## src/lcaz_pkg.sv

```systemverilog
`timescale 1ns / 1ps

package lcaz_pkg;

    localparam int WINDOW     = 10;

    localparam int RAW_W      = 24;
    localparam int SAMP_W     = 25;
    localparam int DELAY_W    = 8;
    localparam int THR_W      = 23;
    localparam int TIME_W     = 32;
    localparam int CFG_IDX_W  = 2;
    localparam int CFG_DATA_W = 23;

    localparam int RING_AW    = (WINDOW > 1) ? $clog2(WINDOW) : 1;
    localparam int FILL_W     = $clog2(WINDOW + 1);
    localparam int SUM_W      = SAMP_W + FILL_W;
    localparam int MAG_W      = SUM_W - 1;
    localparam int CNT_W      = $clog2(MAG_W + 1);

    localparam logic [CFG_IDX_W-1:0] CFG_ENABLE    = CFG_IDX_W'(0);
    localparam logic [CFG_IDX_W-1:0] CFG_DELAY     = CFG_IDX_W'(1);
    localparam logic [CFG_IDX_W-1:0] CFG_THRESHOLD = CFG_IDX_W'(2);

    localparam logic [DELAY_W-1:0] DELAY_RST = DELAY_W'(3);
    localparam logic [THR_W-1:0]   THR_RST   = THR_W'(500);

    localparam logic [11:0] COOL_MS = 12'd3000;
    localparam logic [11:0] HOLD_MS = 12'd1000;

    localparam logic signed [SAMP_W-1:0] SAMP_MAX = SAMP_W'((1 << (SAMP_W - 1)) - 1);
    localparam logic signed [SAMP_W-1:0] SAMP_MIN = -SAMP_MAX;

endpackage

```

## src/load_cell_average_auto_zero.sv

```systemverilog
`timescale 1ns / 1ps

// Moving average of tared load-cell samples with automatic zero tracking. Each transfer is
// either a millisecond tick or a raw sample, and each gives exactly one result. A tick is
// accepted and goes straight to the auto-zero decision. A sample passes through acceptance,
// the ring memory update, the bit-serial divider that forms the mean (one quotient bit per
// cycle over the 28-bit magnitude of the running sum), taking the quotient and the auto-zero
// decision, which waits until the output is free. One item is in work at a time, and the next
// one is taken while the previous result still waits.

module load_cell_average_auto_zero
    import lcaz_pkg::*;
(
    input  logic                         i_clk,
    input  logic                         i_rst_n,
    input  logic                         i_valid,
    output logic                         o_ready,
    input  logic                         i_op,
    input  logic signed [RAW_W-1:0]      i_raw_sample,
    output logic                         o_valid,
    input  logic                         i_ready,
    output logic signed [SAMP_W-1:0]     o_avg_weight,
    output logic signed [SAMP_W-1:0]     o_shown_weight,
    output logic                         o_tare_done,
    input  logic                         i_cfg_we,
    input  logic        [CFG_IDX_W-1:0]  i_cfg_idx,
    input  logic        [CFG_DATA_W-1:0] i_cfg_data
);

    typedef enum logic [1:0] {
        S_IDLE,
        S_UPD,
        S_DIV,
        S_AZ
    } t_state;

    t_state                     r_state;
    logic                       r_enable;
    logic        [DELAY_W-1:0]  r_delay;
    logic        [THR_W-1:0]    r_thr;
    logic        [RING_AW-1:0]  r_idx;
    logic        [FILL_W-1:0]   r_fill;
    logic signed [SUM_W-1:0]    r_sum;
    logic signed [SAMP_W-1:0]   r_mean;
    logic signed [SAMP_W-1:0]   r_offset;
    logic        [TIME_W-1:0]   r_now;
    logic        [TIME_W-1:0]   r_stable;
    logic        [TIME_W-1:0]   r_last_tare;
    logic signed [SAMP_W-1:0]   r_samp;
    logic                       r_out_valid;
    logic signed [SAMP_W-1:0]   r_avg;
    logic signed [SAMP_W-1:0]   r_shown;
    logic                       r_tared;

    logic                       w_accept;
    logic                       w_rd_en;
    logic                       w_wr_en;
    logic        [SAMP_W-1:0]   w_ram_rdata;
    logic                       w_div_done;
    logic signed [SAMP_W-1:0]   w_quot;

    logic signed [SAMP_W:0]     w_diff;
    logic signed [SAMP_W-1:0]   w_tared_samp;
    logic                       w_full;
    logic signed [SUM_W-1:0]    n_sum;
    logic        [FILL_W-1:0]   n_fill;
    logic        [RING_AW-1:0]  n_idx;

    logic        [SAMP_W-1:0]   w_mean_mag;
    logic                       w_below;
    logic        [DELAY_W+11:0] w_cool_ms;
    logic        [DELAY_W+11:0] w_hold_ms;
    logic                       w_cooling;
    logic        [TIME_W-1:0]   w_start;
    logic                       w_held;
    logic                       w_tare;
    logic        [TIME_W-1:0]   n_stable;
    logic signed [SAMP_W:0]     w_off_sum;
    logic signed [SAMP_W-1:0]   n_offset;
    logic                       w_out_free;

    function automatic logic signed [SAMP_W-1:0] sat_samp(input logic signed [SAMP_W:0] v);
        if (v > $signed({SAMP_MAX[SAMP_W-1], SAMP_MAX})) begin
            return SAMP_MAX;
        end else if (v < $signed({SAMP_MIN[SAMP_W-1], SAMP_MIN})) begin
            return SAMP_MIN;
        end
        return v[SAMP_W-1:0];
    endfunction

    assign o_ready    = (r_state == S_IDLE);
    assign w_accept   = i_valid && o_ready;
    assign w_rd_en    = w_accept && i_op;
    assign w_wr_en    = (r_state == S_UPD);
    assign w_out_free = !r_out_valid || i_ready;

    lcaz_ram #(
        .WIDTH (SAMP_W),
        .DEPTH (WINDOW),
        .AW    (RING_AW)
    ) u_ring (
        .i_clk   (i_clk),
        .i_we    (w_wr_en),
        .i_waddr (r_idx),
        .i_wdata (r_samp),
        .i_re    (w_rd_en),
        .i_raddr (r_idx),
        .o_rdata (w_ram_rdata)
    );

    lcaz_div u_div (
        .i_clk      (i_clk),
        .i_rst_n    (i_rst_n),
        .i_start    (w_wr_en),
        .i_dividend (n_sum),
        .i_divisor  (n_fill),
        .o_done     (w_div_done),
        .o_quot     (w_quot)
    );

    always_comb begin
        w_diff = $signed({{(SAMP_W + 1 - RAW_W){i_raw_sample[RAW_W-1]}}, i_raw_sample})
               - $signed({r_offset[SAMP_W-1], r_offset});
        w_tared_samp = sat_samp(w_diff);

        w_full = (r_fill == FILL_W'(WINDOW));
        n_sum  = r_sum + $signed({{(SUM_W - SAMP_W){r_samp[SAMP_W-1]}}, r_samp})
               - (w_full ? $signed({{(SUM_W - SAMP_W){w_ram_rdata[SAMP_W-1]}}, w_ram_rdata})
                         : SUM_W'(0));
        n_fill = w_full ? r_fill : r_fill + FILL_W'(1);
        n_idx  = (r_idx == RING_AW'(WINDOW - 1)) ? '0 : r_idx + RING_AW'(1);

        w_mean_mag = r_mean[SAMP_W-1] ? SAMP_W'(-r_mean) : SAMP_W'(r_mean);
        w_below    = (w_mean_mag < {(SAMP_W - THR_W)'(0), r_thr});
        w_cool_ms  = r_delay * COOL_MS;
        w_hold_ms  = r_delay * HOLD_MS;
        w_cooling  = ((r_now - r_last_tare) < TIME_W'(w_cool_ms));
        w_start    = (r_stable == '0) ? r_now : r_stable;
        w_held     = ((r_now - w_start) >= TIME_W'(w_hold_ms));
        w_tare     = r_enable && !w_cooling && w_below && w_held;

        if (!r_enable) begin
            n_stable = r_stable;
        end else if (w_cooling || !w_below || w_held) begin
            n_stable = '0;
        end else begin
            n_stable = w_start;
        end

        w_off_sum = $signed({r_offset[SAMP_W-1], r_offset})
                  + $signed({r_mean[SAMP_W-1], r_mean});
        n_offset  = sat_samp(w_off_sum);
    end

    always_ff @(posedge i_clk) begin
        if (!i_rst_n) begin
            r_state     <= S_IDLE;
            r_enable    <= 1'b0;
            r_delay     <= DELAY_RST;
            r_thr       <= THR_RST;
            r_idx       <= '0;
            r_fill      <= '0;
            r_sum       <= '0;
            r_mean      <= '0;
            r_offset    <= '0;
            r_now       <= '0;
            r_stable    <= '0;
            r_last_tare <= '0;
            r_out_valid <= 1'b0;
        end else begin
            if (i_cfg_we) begin
                case (i_cfg_idx)
                    CFG_ENABLE:    r_enable <= i_cfg_data[0];
                    CFG_DELAY:     r_delay  <= i_cfg_data[DELAY_W-1:0];
                    CFG_THRESHOLD: r_thr    <= i_cfg_data[THR_W-1:0];
                    default:       ;
                endcase
            end

            if ((r_state == S_AZ) && w_out_free) begin
                r_out_valid <= 1'b1;
            end else if (i_ready) begin
                r_out_valid <= 1'b0;
            end

            case (r_state)
                S_IDLE: begin
                    if (w_accept) begin
                        if (i_op) begin
                            r_samp  <= w_tared_samp;
                            r_state <= S_UPD;
                        end else begin
                            r_now   <= r_now + TIME_W'(1);
                            r_state <= S_AZ;
                        end
                    end
                end
                S_UPD: begin
                    r_sum   <= n_sum;
                    r_fill  <= n_fill;
                    r_idx   <= n_idx;
                    r_state <= S_DIV;
                end
                S_DIV: begin
                    if (w_div_done) begin
                        r_mean  <= w_quot;
                        r_state <= S_AZ;
                    end
                end
                S_AZ: begin
                    if (w_out_free) begin
                        r_stable    <= n_stable;
                        r_tared     <= w_tare;
                        r_avg       <= w_tare ? '0 : r_mean;
                        r_shown     <= (r_enable && w_below) ? '0 : r_mean;
                        if (w_tare) begin
                            r_offset    <= n_offset;
                            r_last_tare <= r_now;
                            r_idx       <= '0;
                            r_fill      <= '0;
                            r_sum       <= '0;
                            r_mean      <= '0;
                        end
                        r_state <= S_IDLE;
                    end
                end
                default: begin
                    r_state <= S_IDLE;
                end
            endcase
        end
    end

    assign o_valid        = r_out_valid;
    assign o_avg_weight   = r_avg;
    assign o_shown_weight = r_shown;
    assign o_tare_done    = r_tared;

    a_tare_clears_avg: assert property (@(posedge i_clk) disable iff (!i_rst_n)
        (o_valid && o_tare_done) |-> (o_avg_weight == '0))
        else $error("A transfer that reports a tare carries a nonzero average.");

    a_shown_follows_avg: assert property (@(posedge i_clk) disable iff (!i_rst_n)
        (o_valid && (o_shown_weight != '0)) |-> (o_shown_weight == o_avg_weight))
        else $error("The shown weight differs from the average without being forced to zero.");

    a_fill_bounded: assert property (@(posedge i_clk) disable iff (!i_rst_n)
        r_fill <= FILL_W'(WINDOW))
        else $error("The fill count exceeds the window length.");

    a_div_done_in_div: assert property (@(posedge i_clk) disable iff (!i_rst_n)
        w_div_done |-> (r_state == S_DIV))
        else $error("The divider finished outside the divide state.");

    a_one_item_in_work: assert property (@(posedge i_clk) disable iff (!i_rst_n)
        w_accept |=> !o_ready)
        else $error("A second item could be taken while one is still in work.");

endmodule

```

## src/lcaz_ram.sv

```systemverilog
`timescale 1ns / 1ps

module lcaz_ram #(
    parameter int WIDTH = 8,
    parameter int DEPTH = 16,
    parameter int AW    = 4
) (
    input  logic             i_clk,
    input  logic             i_we,
    input  logic [AW-1:0]    i_waddr,
    input  logic [WIDTH-1:0] i_wdata,
    input  logic             i_re,
    input  logic [AW-1:0]    i_raddr,
    output logic [WIDTH-1:0] o_rdata
);

    logic [WIDTH-1:0] r_mem [DEPTH];
    logic [WIDTH-1:0] r_rdata;

    always_ff @(posedge i_clk) begin
        if (i_we) begin
            r_mem[i_waddr] <= i_wdata;
        end
        if (i_re) begin
            r_rdata <= r_mem[i_raddr];
        end
    end

    assign o_rdata = r_rdata;

endmodule

```

## src/lcaz_div.sv

```systemverilog
`timescale 1ns / 1ps

module lcaz_div
    import lcaz_pkg::*;
(
    input  logic                     i_clk,
    input  logic                     i_rst_n,
    input  logic                     i_start,
    input  logic signed [SUM_W-1:0]  i_dividend,
    input  logic        [FILL_W-1:0] i_divisor,
    output logic                     o_done,
    output logic signed [SAMP_W-1:0] o_quot
);

    logic              r_busy;
    logic              r_done;
    logic [CNT_W-1:0]  r_cnt;
    logic [MAG_W-1:0]  r_mag;
    logic [FILL_W-1:0] r_rem;
    logic [FILL_W-1:0] r_div;
    logic              r_neg;

    logic [FILL_W:0]   w_trial;
    logic [FILL_W:0]   w_diff;
    logic              w_ge;
    logic [FILL_W-1:0] n_rem;
    logic [SUM_W-1:0]  w_abs;
    logic [SAMP_W-1:0] w_q;

    always_comb begin
        w_trial = {r_rem, r_mag[MAG_W-1]};
        w_diff  = w_trial - {1'b0, r_div};
        w_ge    = (w_trial >= {1'b0, r_div});
        n_rem   = w_ge ? w_diff[FILL_W-1:0] : w_trial[FILL_W-1:0];
        w_abs   = i_dividend[SUM_W-1] ? SUM_W'(-i_dividend) : SUM_W'(i_dividend);
        w_q     = {1'b0, r_mag[SAMP_W-2:0]};
    end

    always_ff @(posedge i_clk) begin
        if (!i_rst_n) begin
            r_busy <= 1'b0;
            r_done <= 1'b0;
            r_cnt  <= '0;
        end else begin
            r_done <= 1'b0;
            if (i_start) begin
                r_busy <= 1'b1;
                r_cnt  <= CNT_W'(MAG_W);
                r_mag  <= w_abs[MAG_W-1:0];
                r_rem  <= '0;
                r_div  <= i_divisor;
                r_neg  <= i_dividend[SUM_W-1];
            end else if (r_busy) begin
                r_mag <= {r_mag[MAG_W-2:0], w_ge};
                r_rem <= n_rem;
                r_cnt <= r_cnt - CNT_W'(1);
                if (r_cnt == CNT_W'(1)) begin
                    r_busy <= 1'b0;
                    r_done <= 1'b1;
                end
            end
        end
    end

    assign o_done = r_done;
    assign o_quot = r_neg ? -$signed(w_q) : $signed(w_q);

endmodule
```

## config.mk

```make
export PLATFORM = sky130hd
export DESIGN_NAME = load_cell_average_auto_zero
export DESIGN_NICKNAME = d
export VERILOG_FILES = /design/src/lcaz_pkg.sv /design/src/load_cell_average_auto_zero.sv /design/src/lcaz_ram.sv /design/src/lcaz_div.sv
export SDC_FILE = /design/constraint.sdc
export NUM_CORES = 2
export LEC_CHECK = 0
export BUFFER_PORTS_ARGS = -buffer_cell sky130_fd_sc_hd__buf_2
export CORE_MARGIN = 3
export CORE_UTILIZATION = 50
export CTS_CLUSTER_SIZE = 20
export DETAILED_ROUTE_END_ITERATION = 10
export GPL_TIMING_DRIVEN = 0
export PLACE_DENSITY = 0.72
export SETUP_SLACK_MARGIN = 0.5
export SLEW_MARGIN = 15
export SYNTH_ARGS = -nofsm -noshare
export SYNTH_HDL_FRONTEND = slang
export SYNTH_HIERARCHICAL = 1
export SYNTH_SLANG_ARGS = --single-unit
```

## constraint.sdc

```tcl
create_clock -name i_clk -period 8.8 [get_ports i_clk]
set_input_delay 1.76 -clock i_clk [delete_from_list [all_inputs] [get_ports i_clk]]
set_output_delay 1.76 -clock i_clk [all_outputs]
set_load 0.01 [all_outputs]
```

==> impl_metrics.env <==
export IMPL_synth_edff_count=388
export IMPL_ff2ff_path_depth=31
export IMPL_syn_num_nets=4418
export IMPL_path_clk_slew_ns=0.06
export IMPL_period_share_pct=90.2
export IMPL_syn_inst=4003
export IMPL_critical_path_reg2reg_endpoint="r_last_tare[30]$_SDFFE_PN0P_"
export IMPL_io_pins=108
export IMPL_grt_max_degree=34
export IMPL_antenna_found_initial=1
export IMPL_crit_path_max_incr_delay_ns=0.58
export IMPL_nets=4619
export IMPL_hold_violations=0
export IMPL_cp_end_kind="flip-flop"
export IMPL_netlist_area_leader_share_pct=29.8
export IMPL_core_area_mm2=0.0767
export IMPL_cp_max_fo=10
export IMPL_dp_cells=5159
export IMPL_regArea_mm2=0.0162
export IMPL_clkPwrFrac_pct=25.4
export IMPL_hpwl_um=81600
export IMPL_grt_util_all_layers_pct=25.9
export IMPL_drt_iter0_drc=3126
export IMPL_numCtsBuffers=67
export IMPL_slew_headroom_pct=25.4
export IMPL_portBuffers=107
export IMPL_cpMostUsedCell="inv_1"
export IMPL_instances_no_fill=5290
export IMPL_switching_share_pct=38.7
export IMPL_synth_cell_types=98
export IMPL_cpMaxStageDelayCell="fa_2"
export IMPL_slew_violations=0
export IMPL_setup_violations=0
export IMPL_p_comb_share_pct=41.9
export IMPL_grt_overflow_total=0
export IMPL_start_kind="flip-flop"
export IMPL_r2r_start="r_delay[3]$_SDFFE_PN0P_"
export IMPL_hold_class="flip-flop to flip-flop"
export IMPL_reg2reg_slack_ns=0.86
export IMPL_hold_buffers=0
export IMPL_viasPerCell=5.93
export IMPL_arrival_ns=8.39
export IMPL_dominantRegCellSynth="edfxtp_1"
export IMPL_cts_buffer_depth=3
export IMPL_num_vias=31400
export IMPL_wl_per_cell_um=20.4
export IMPL_fin_crit_ns=7.94
export IMPL_whs_ns=0.452
export IMPL_syn2layout_area_growth_pct=12.2
export IMPL_crit_end="r_last_tare[30]$_SDFFE_PN0P_"
export IMPL_worst_pin_slew_ns=1.10
export IMPL_skew_ns=0.0301
export IMPL_cts_sinks=613
export IMPL_fmax_ghz=0.126
export IMPL_status="completed"
export IMPL_ant_nets=0
export IMPL_async_reset_ff_share_pct=0
export IMPL_synth_seq_cells=613
export IMPL_h_tree_depth=3
export IMPL_power_density_mw_per_mm2=262
export IMPL_yosys_top_cells_area="edfxtp_1 30%, dfxtp_1 12%, ha_1 9.0%"
export IMPL_ys_warn_count=6
export IMPL_rsz0062_at_grt="no"
export IMPL_post_synth_instance_area_mm2=0.0391
export IMPL_route_detailed_drc=0
export IMPL_clock_root_buffer="clkbuf_16"
export IMPL_die_h_um=286
export IMPL_avgSynthCellArea_um2=9.78
export IMPL_vdd_ir_drop_max_v=0.000239
export IMPL_seqPwrFrac_pct=32.7
export IMPL_startpoint="r_delay[3]$_SDFFE_PN0P_"
export IMPL_gp_congestion=0.933
export IMPL_wl_um=108000
export IMPL_multi_input_area_mm2=0.0210
export IMPL_p_switching_mw=4.45
export IMPL_leakagePower_nw=17.2
export IMPL_cts_tree="built"
export IMPL_worstSetupPathType="flip-flop to flip-flop"
export IMPL_rows=101
export IMPL_drt_pre_antenna_iters=6
export IMPL_grt_pass1_vias=30200
export IMPL_die_w_um=286
export IMPL_seq_area_frac_synth_pct=41.3
export IMPL_clock_latency_ns=0.62
export IMPL_p_int_mw=7.06
export IMPL_worst_ep_required_time_ns=9.25
export IMPL_grt_first_pass_wirelength_um=167000
export IMPL_yosys_area_top_type="edfxtp_1"
export IMPL_die_area_mm2=0.0817
export IMPL_fill_cells=6577
export IMPL_layout_drive_gt1_share_pct=10.9
export IMPL_initial_core_util_pct=51.0
export IMPL_cap_violations=0
-- power groups by stage --
| stage | clock (mW) | sequential (mW) | combinational [mW] |
|---|---|---|---|
| 2_1_floorplan | 0 | 3.67 | 3.46 |
| 3_3_place_gp | 0 | 3.81 | 4.56 |
| 3_5_place_dp | 0 | 3.81 | 4.66 |
| 4_1_cts | 2.95 | 3.75 | 4.72 |
| 5_1_grt | 3.07 | 3.78 | 5.27 |
| 6_report | 2.93 | 3.76 | 4.83 |
-- registers in the layout, indices dropped and copies added (netlist names), 28 cells and up --
register / flops
r_last_tare: 32
r_sum: 29
u_ring/r_mem: 250
r_stable: 32
r_now: 32
u_div/r_mag: 28
-- synth_stat cells, types with 36 or more instances --
cell type  count
nand2_1      269
o21a_1        40
nand4_1       38
nor4_1        58
nor2b_1       48
o211ai_1      45
and2_1        66
a21o_1        67
fa_1          77
xnor2_1      129
edfxtp_1     388
inv_1        374
ha_1         283
o21ai_0      189
nand3_1      112
a21oi_1      332
clkbuf_1     138
mux2i_1       63
a211oi_1      36
nand2b_1      65
xor2_1        97
nor2_1       222
nor3_1        57
mux2_2        75
dfxtp_1      225
a31oi_1       40
o31ai_1       45
-- cell type report --
class                      instances  area share (%)
sequential                       613            36.8
multi-input combinational       2828            47.7
inverter                         375            3.21
buffer                           187            1.95
antenna                            2          0.0114
clock inverter                    38           0.969
tap                             1030            2.94
timing repair buffer             132            2.09
clock buffer                      85            4.23
-- what timing repair did --
item | in CTS | in global routing
pin swaps | 2 | 4
setup endpoints to repair | 174 | 176
buffers inserted | 3 | 3
gates resized for setup | 21 | 38
-- metal layers --
layer / global-route usage [%] / part of all wire [%] / wire length, um
met3: 4.14 / 6.9 / 7410
met5: 0 / 0 / 0
met2: 42.6 / 47 / 50700
met1: 34.3 / 42 / 45700
met4: 9.99 / 3.9 / 4230
-- kinds of logic (layout without fill, tap and decap cells) --
kind of cell | count (synthesis) | after routing | share of synthesized area (%)
AO/OA/AOI/OAI | 1013 | 1013 | 16.8
buffers and inverters | 562 | 817 | 5.72
flip-flops | 613 | 613 | 41.3
adder cells (fa/ha/maj) | 379 | 379 | 13.5
XOR/XNOR | 226 | 226 | 5.06
other | 0 | 2 | 0
multiplexers | 138 | 138 | 3.77
AND/OR/NAND/NOR | 1072 | 1072 | 13.9
-- worst min path at each step --
stage               cells after the start  slack (ns)                   start                endpoint
floorplan                               2        0.44  r_thr[10]$_SDFFE_PN0P_  r_thr[10]$_SDFFE_PN0P_
global placement                        2        0.44  r_thr[11]$_SDFFE_PN0P_  r_thr[11]$_SDFFE_PN0P_
detailed placement                      2        0.45  r_thr[11]$_SDFFE_PN0P_  r_thr[11]$_SDFFE_PN0P_
CTS                                     2        0.46  r_thr[11]$_SDFFE_PN0P_  r_thr[11]$_SDFFE_PN0P_
global route                            2        0.47  r_thr[12]$_SDFFE_PN0P_  r_thr[12]$_SDFFE_PN0P_
finish                                  2        0.45  r_thr[11]$_SDFFE_PN0P_  r_thr[11]$_SDFFE_PN0P_
-- placed cells by master (no fill, tap or decap), drive strengths merged, types with 75 or more instances in the layout --
| cell | synthesis | layout |
|---|---|---|
| edfxtp | 388 | 388 |
| inv | 374 | 380 |
| a21oi | 332 | 332 |
| ha | 283 | 283 |
| nand2 | 269 | 269 |
| clkbuf | 140 | 228 |
| dfxtp | 225 | 225 |
| nor2 | 222 | 222 |
| o21ai | 195 | 195 |
| buf | 47 | 176 |
| xnor2 | 129 | 129 |
| nand3 | 112 | 112 |
| xor2 | 97 | 97 |
| fa | 77 | 77 |
| mux2 | 75 | 75 |
-- per-stage QoR --
step           utilization (%)  power, mW  setup WS (ns)  TNS [ns]  instance area [um2]
5_1_grt                   57.2       12.1          0.476         0                43900
3_3_place_gp              53.4       8.37         -0.252     -3.01                41000
4_1_cts                   57.0       11.4          0.501         0                43800
2_1_floorplan                -       7.13           1.56         0                39100
6_report                  57.2       11.5          0.864         0                43900
3_5_place_dp              54.0       8.47         -0.342     -4.01                41400
-- critical path, delay by kind of cell, from the launching register on --
| kind | cells | cell delay (ns) |
|---|---|---|
| fa+ha+maj | 6 | 2.70 |
| compound gates | 10 | 1.95 |
| simple gates | 6 | 1.43 |
| buf+inv | 8 | 1.00 |
| flops | 1 | 0.41 |
| xor+xnor | 1 | 0.25 |
(Power assumes the default switching activity.)
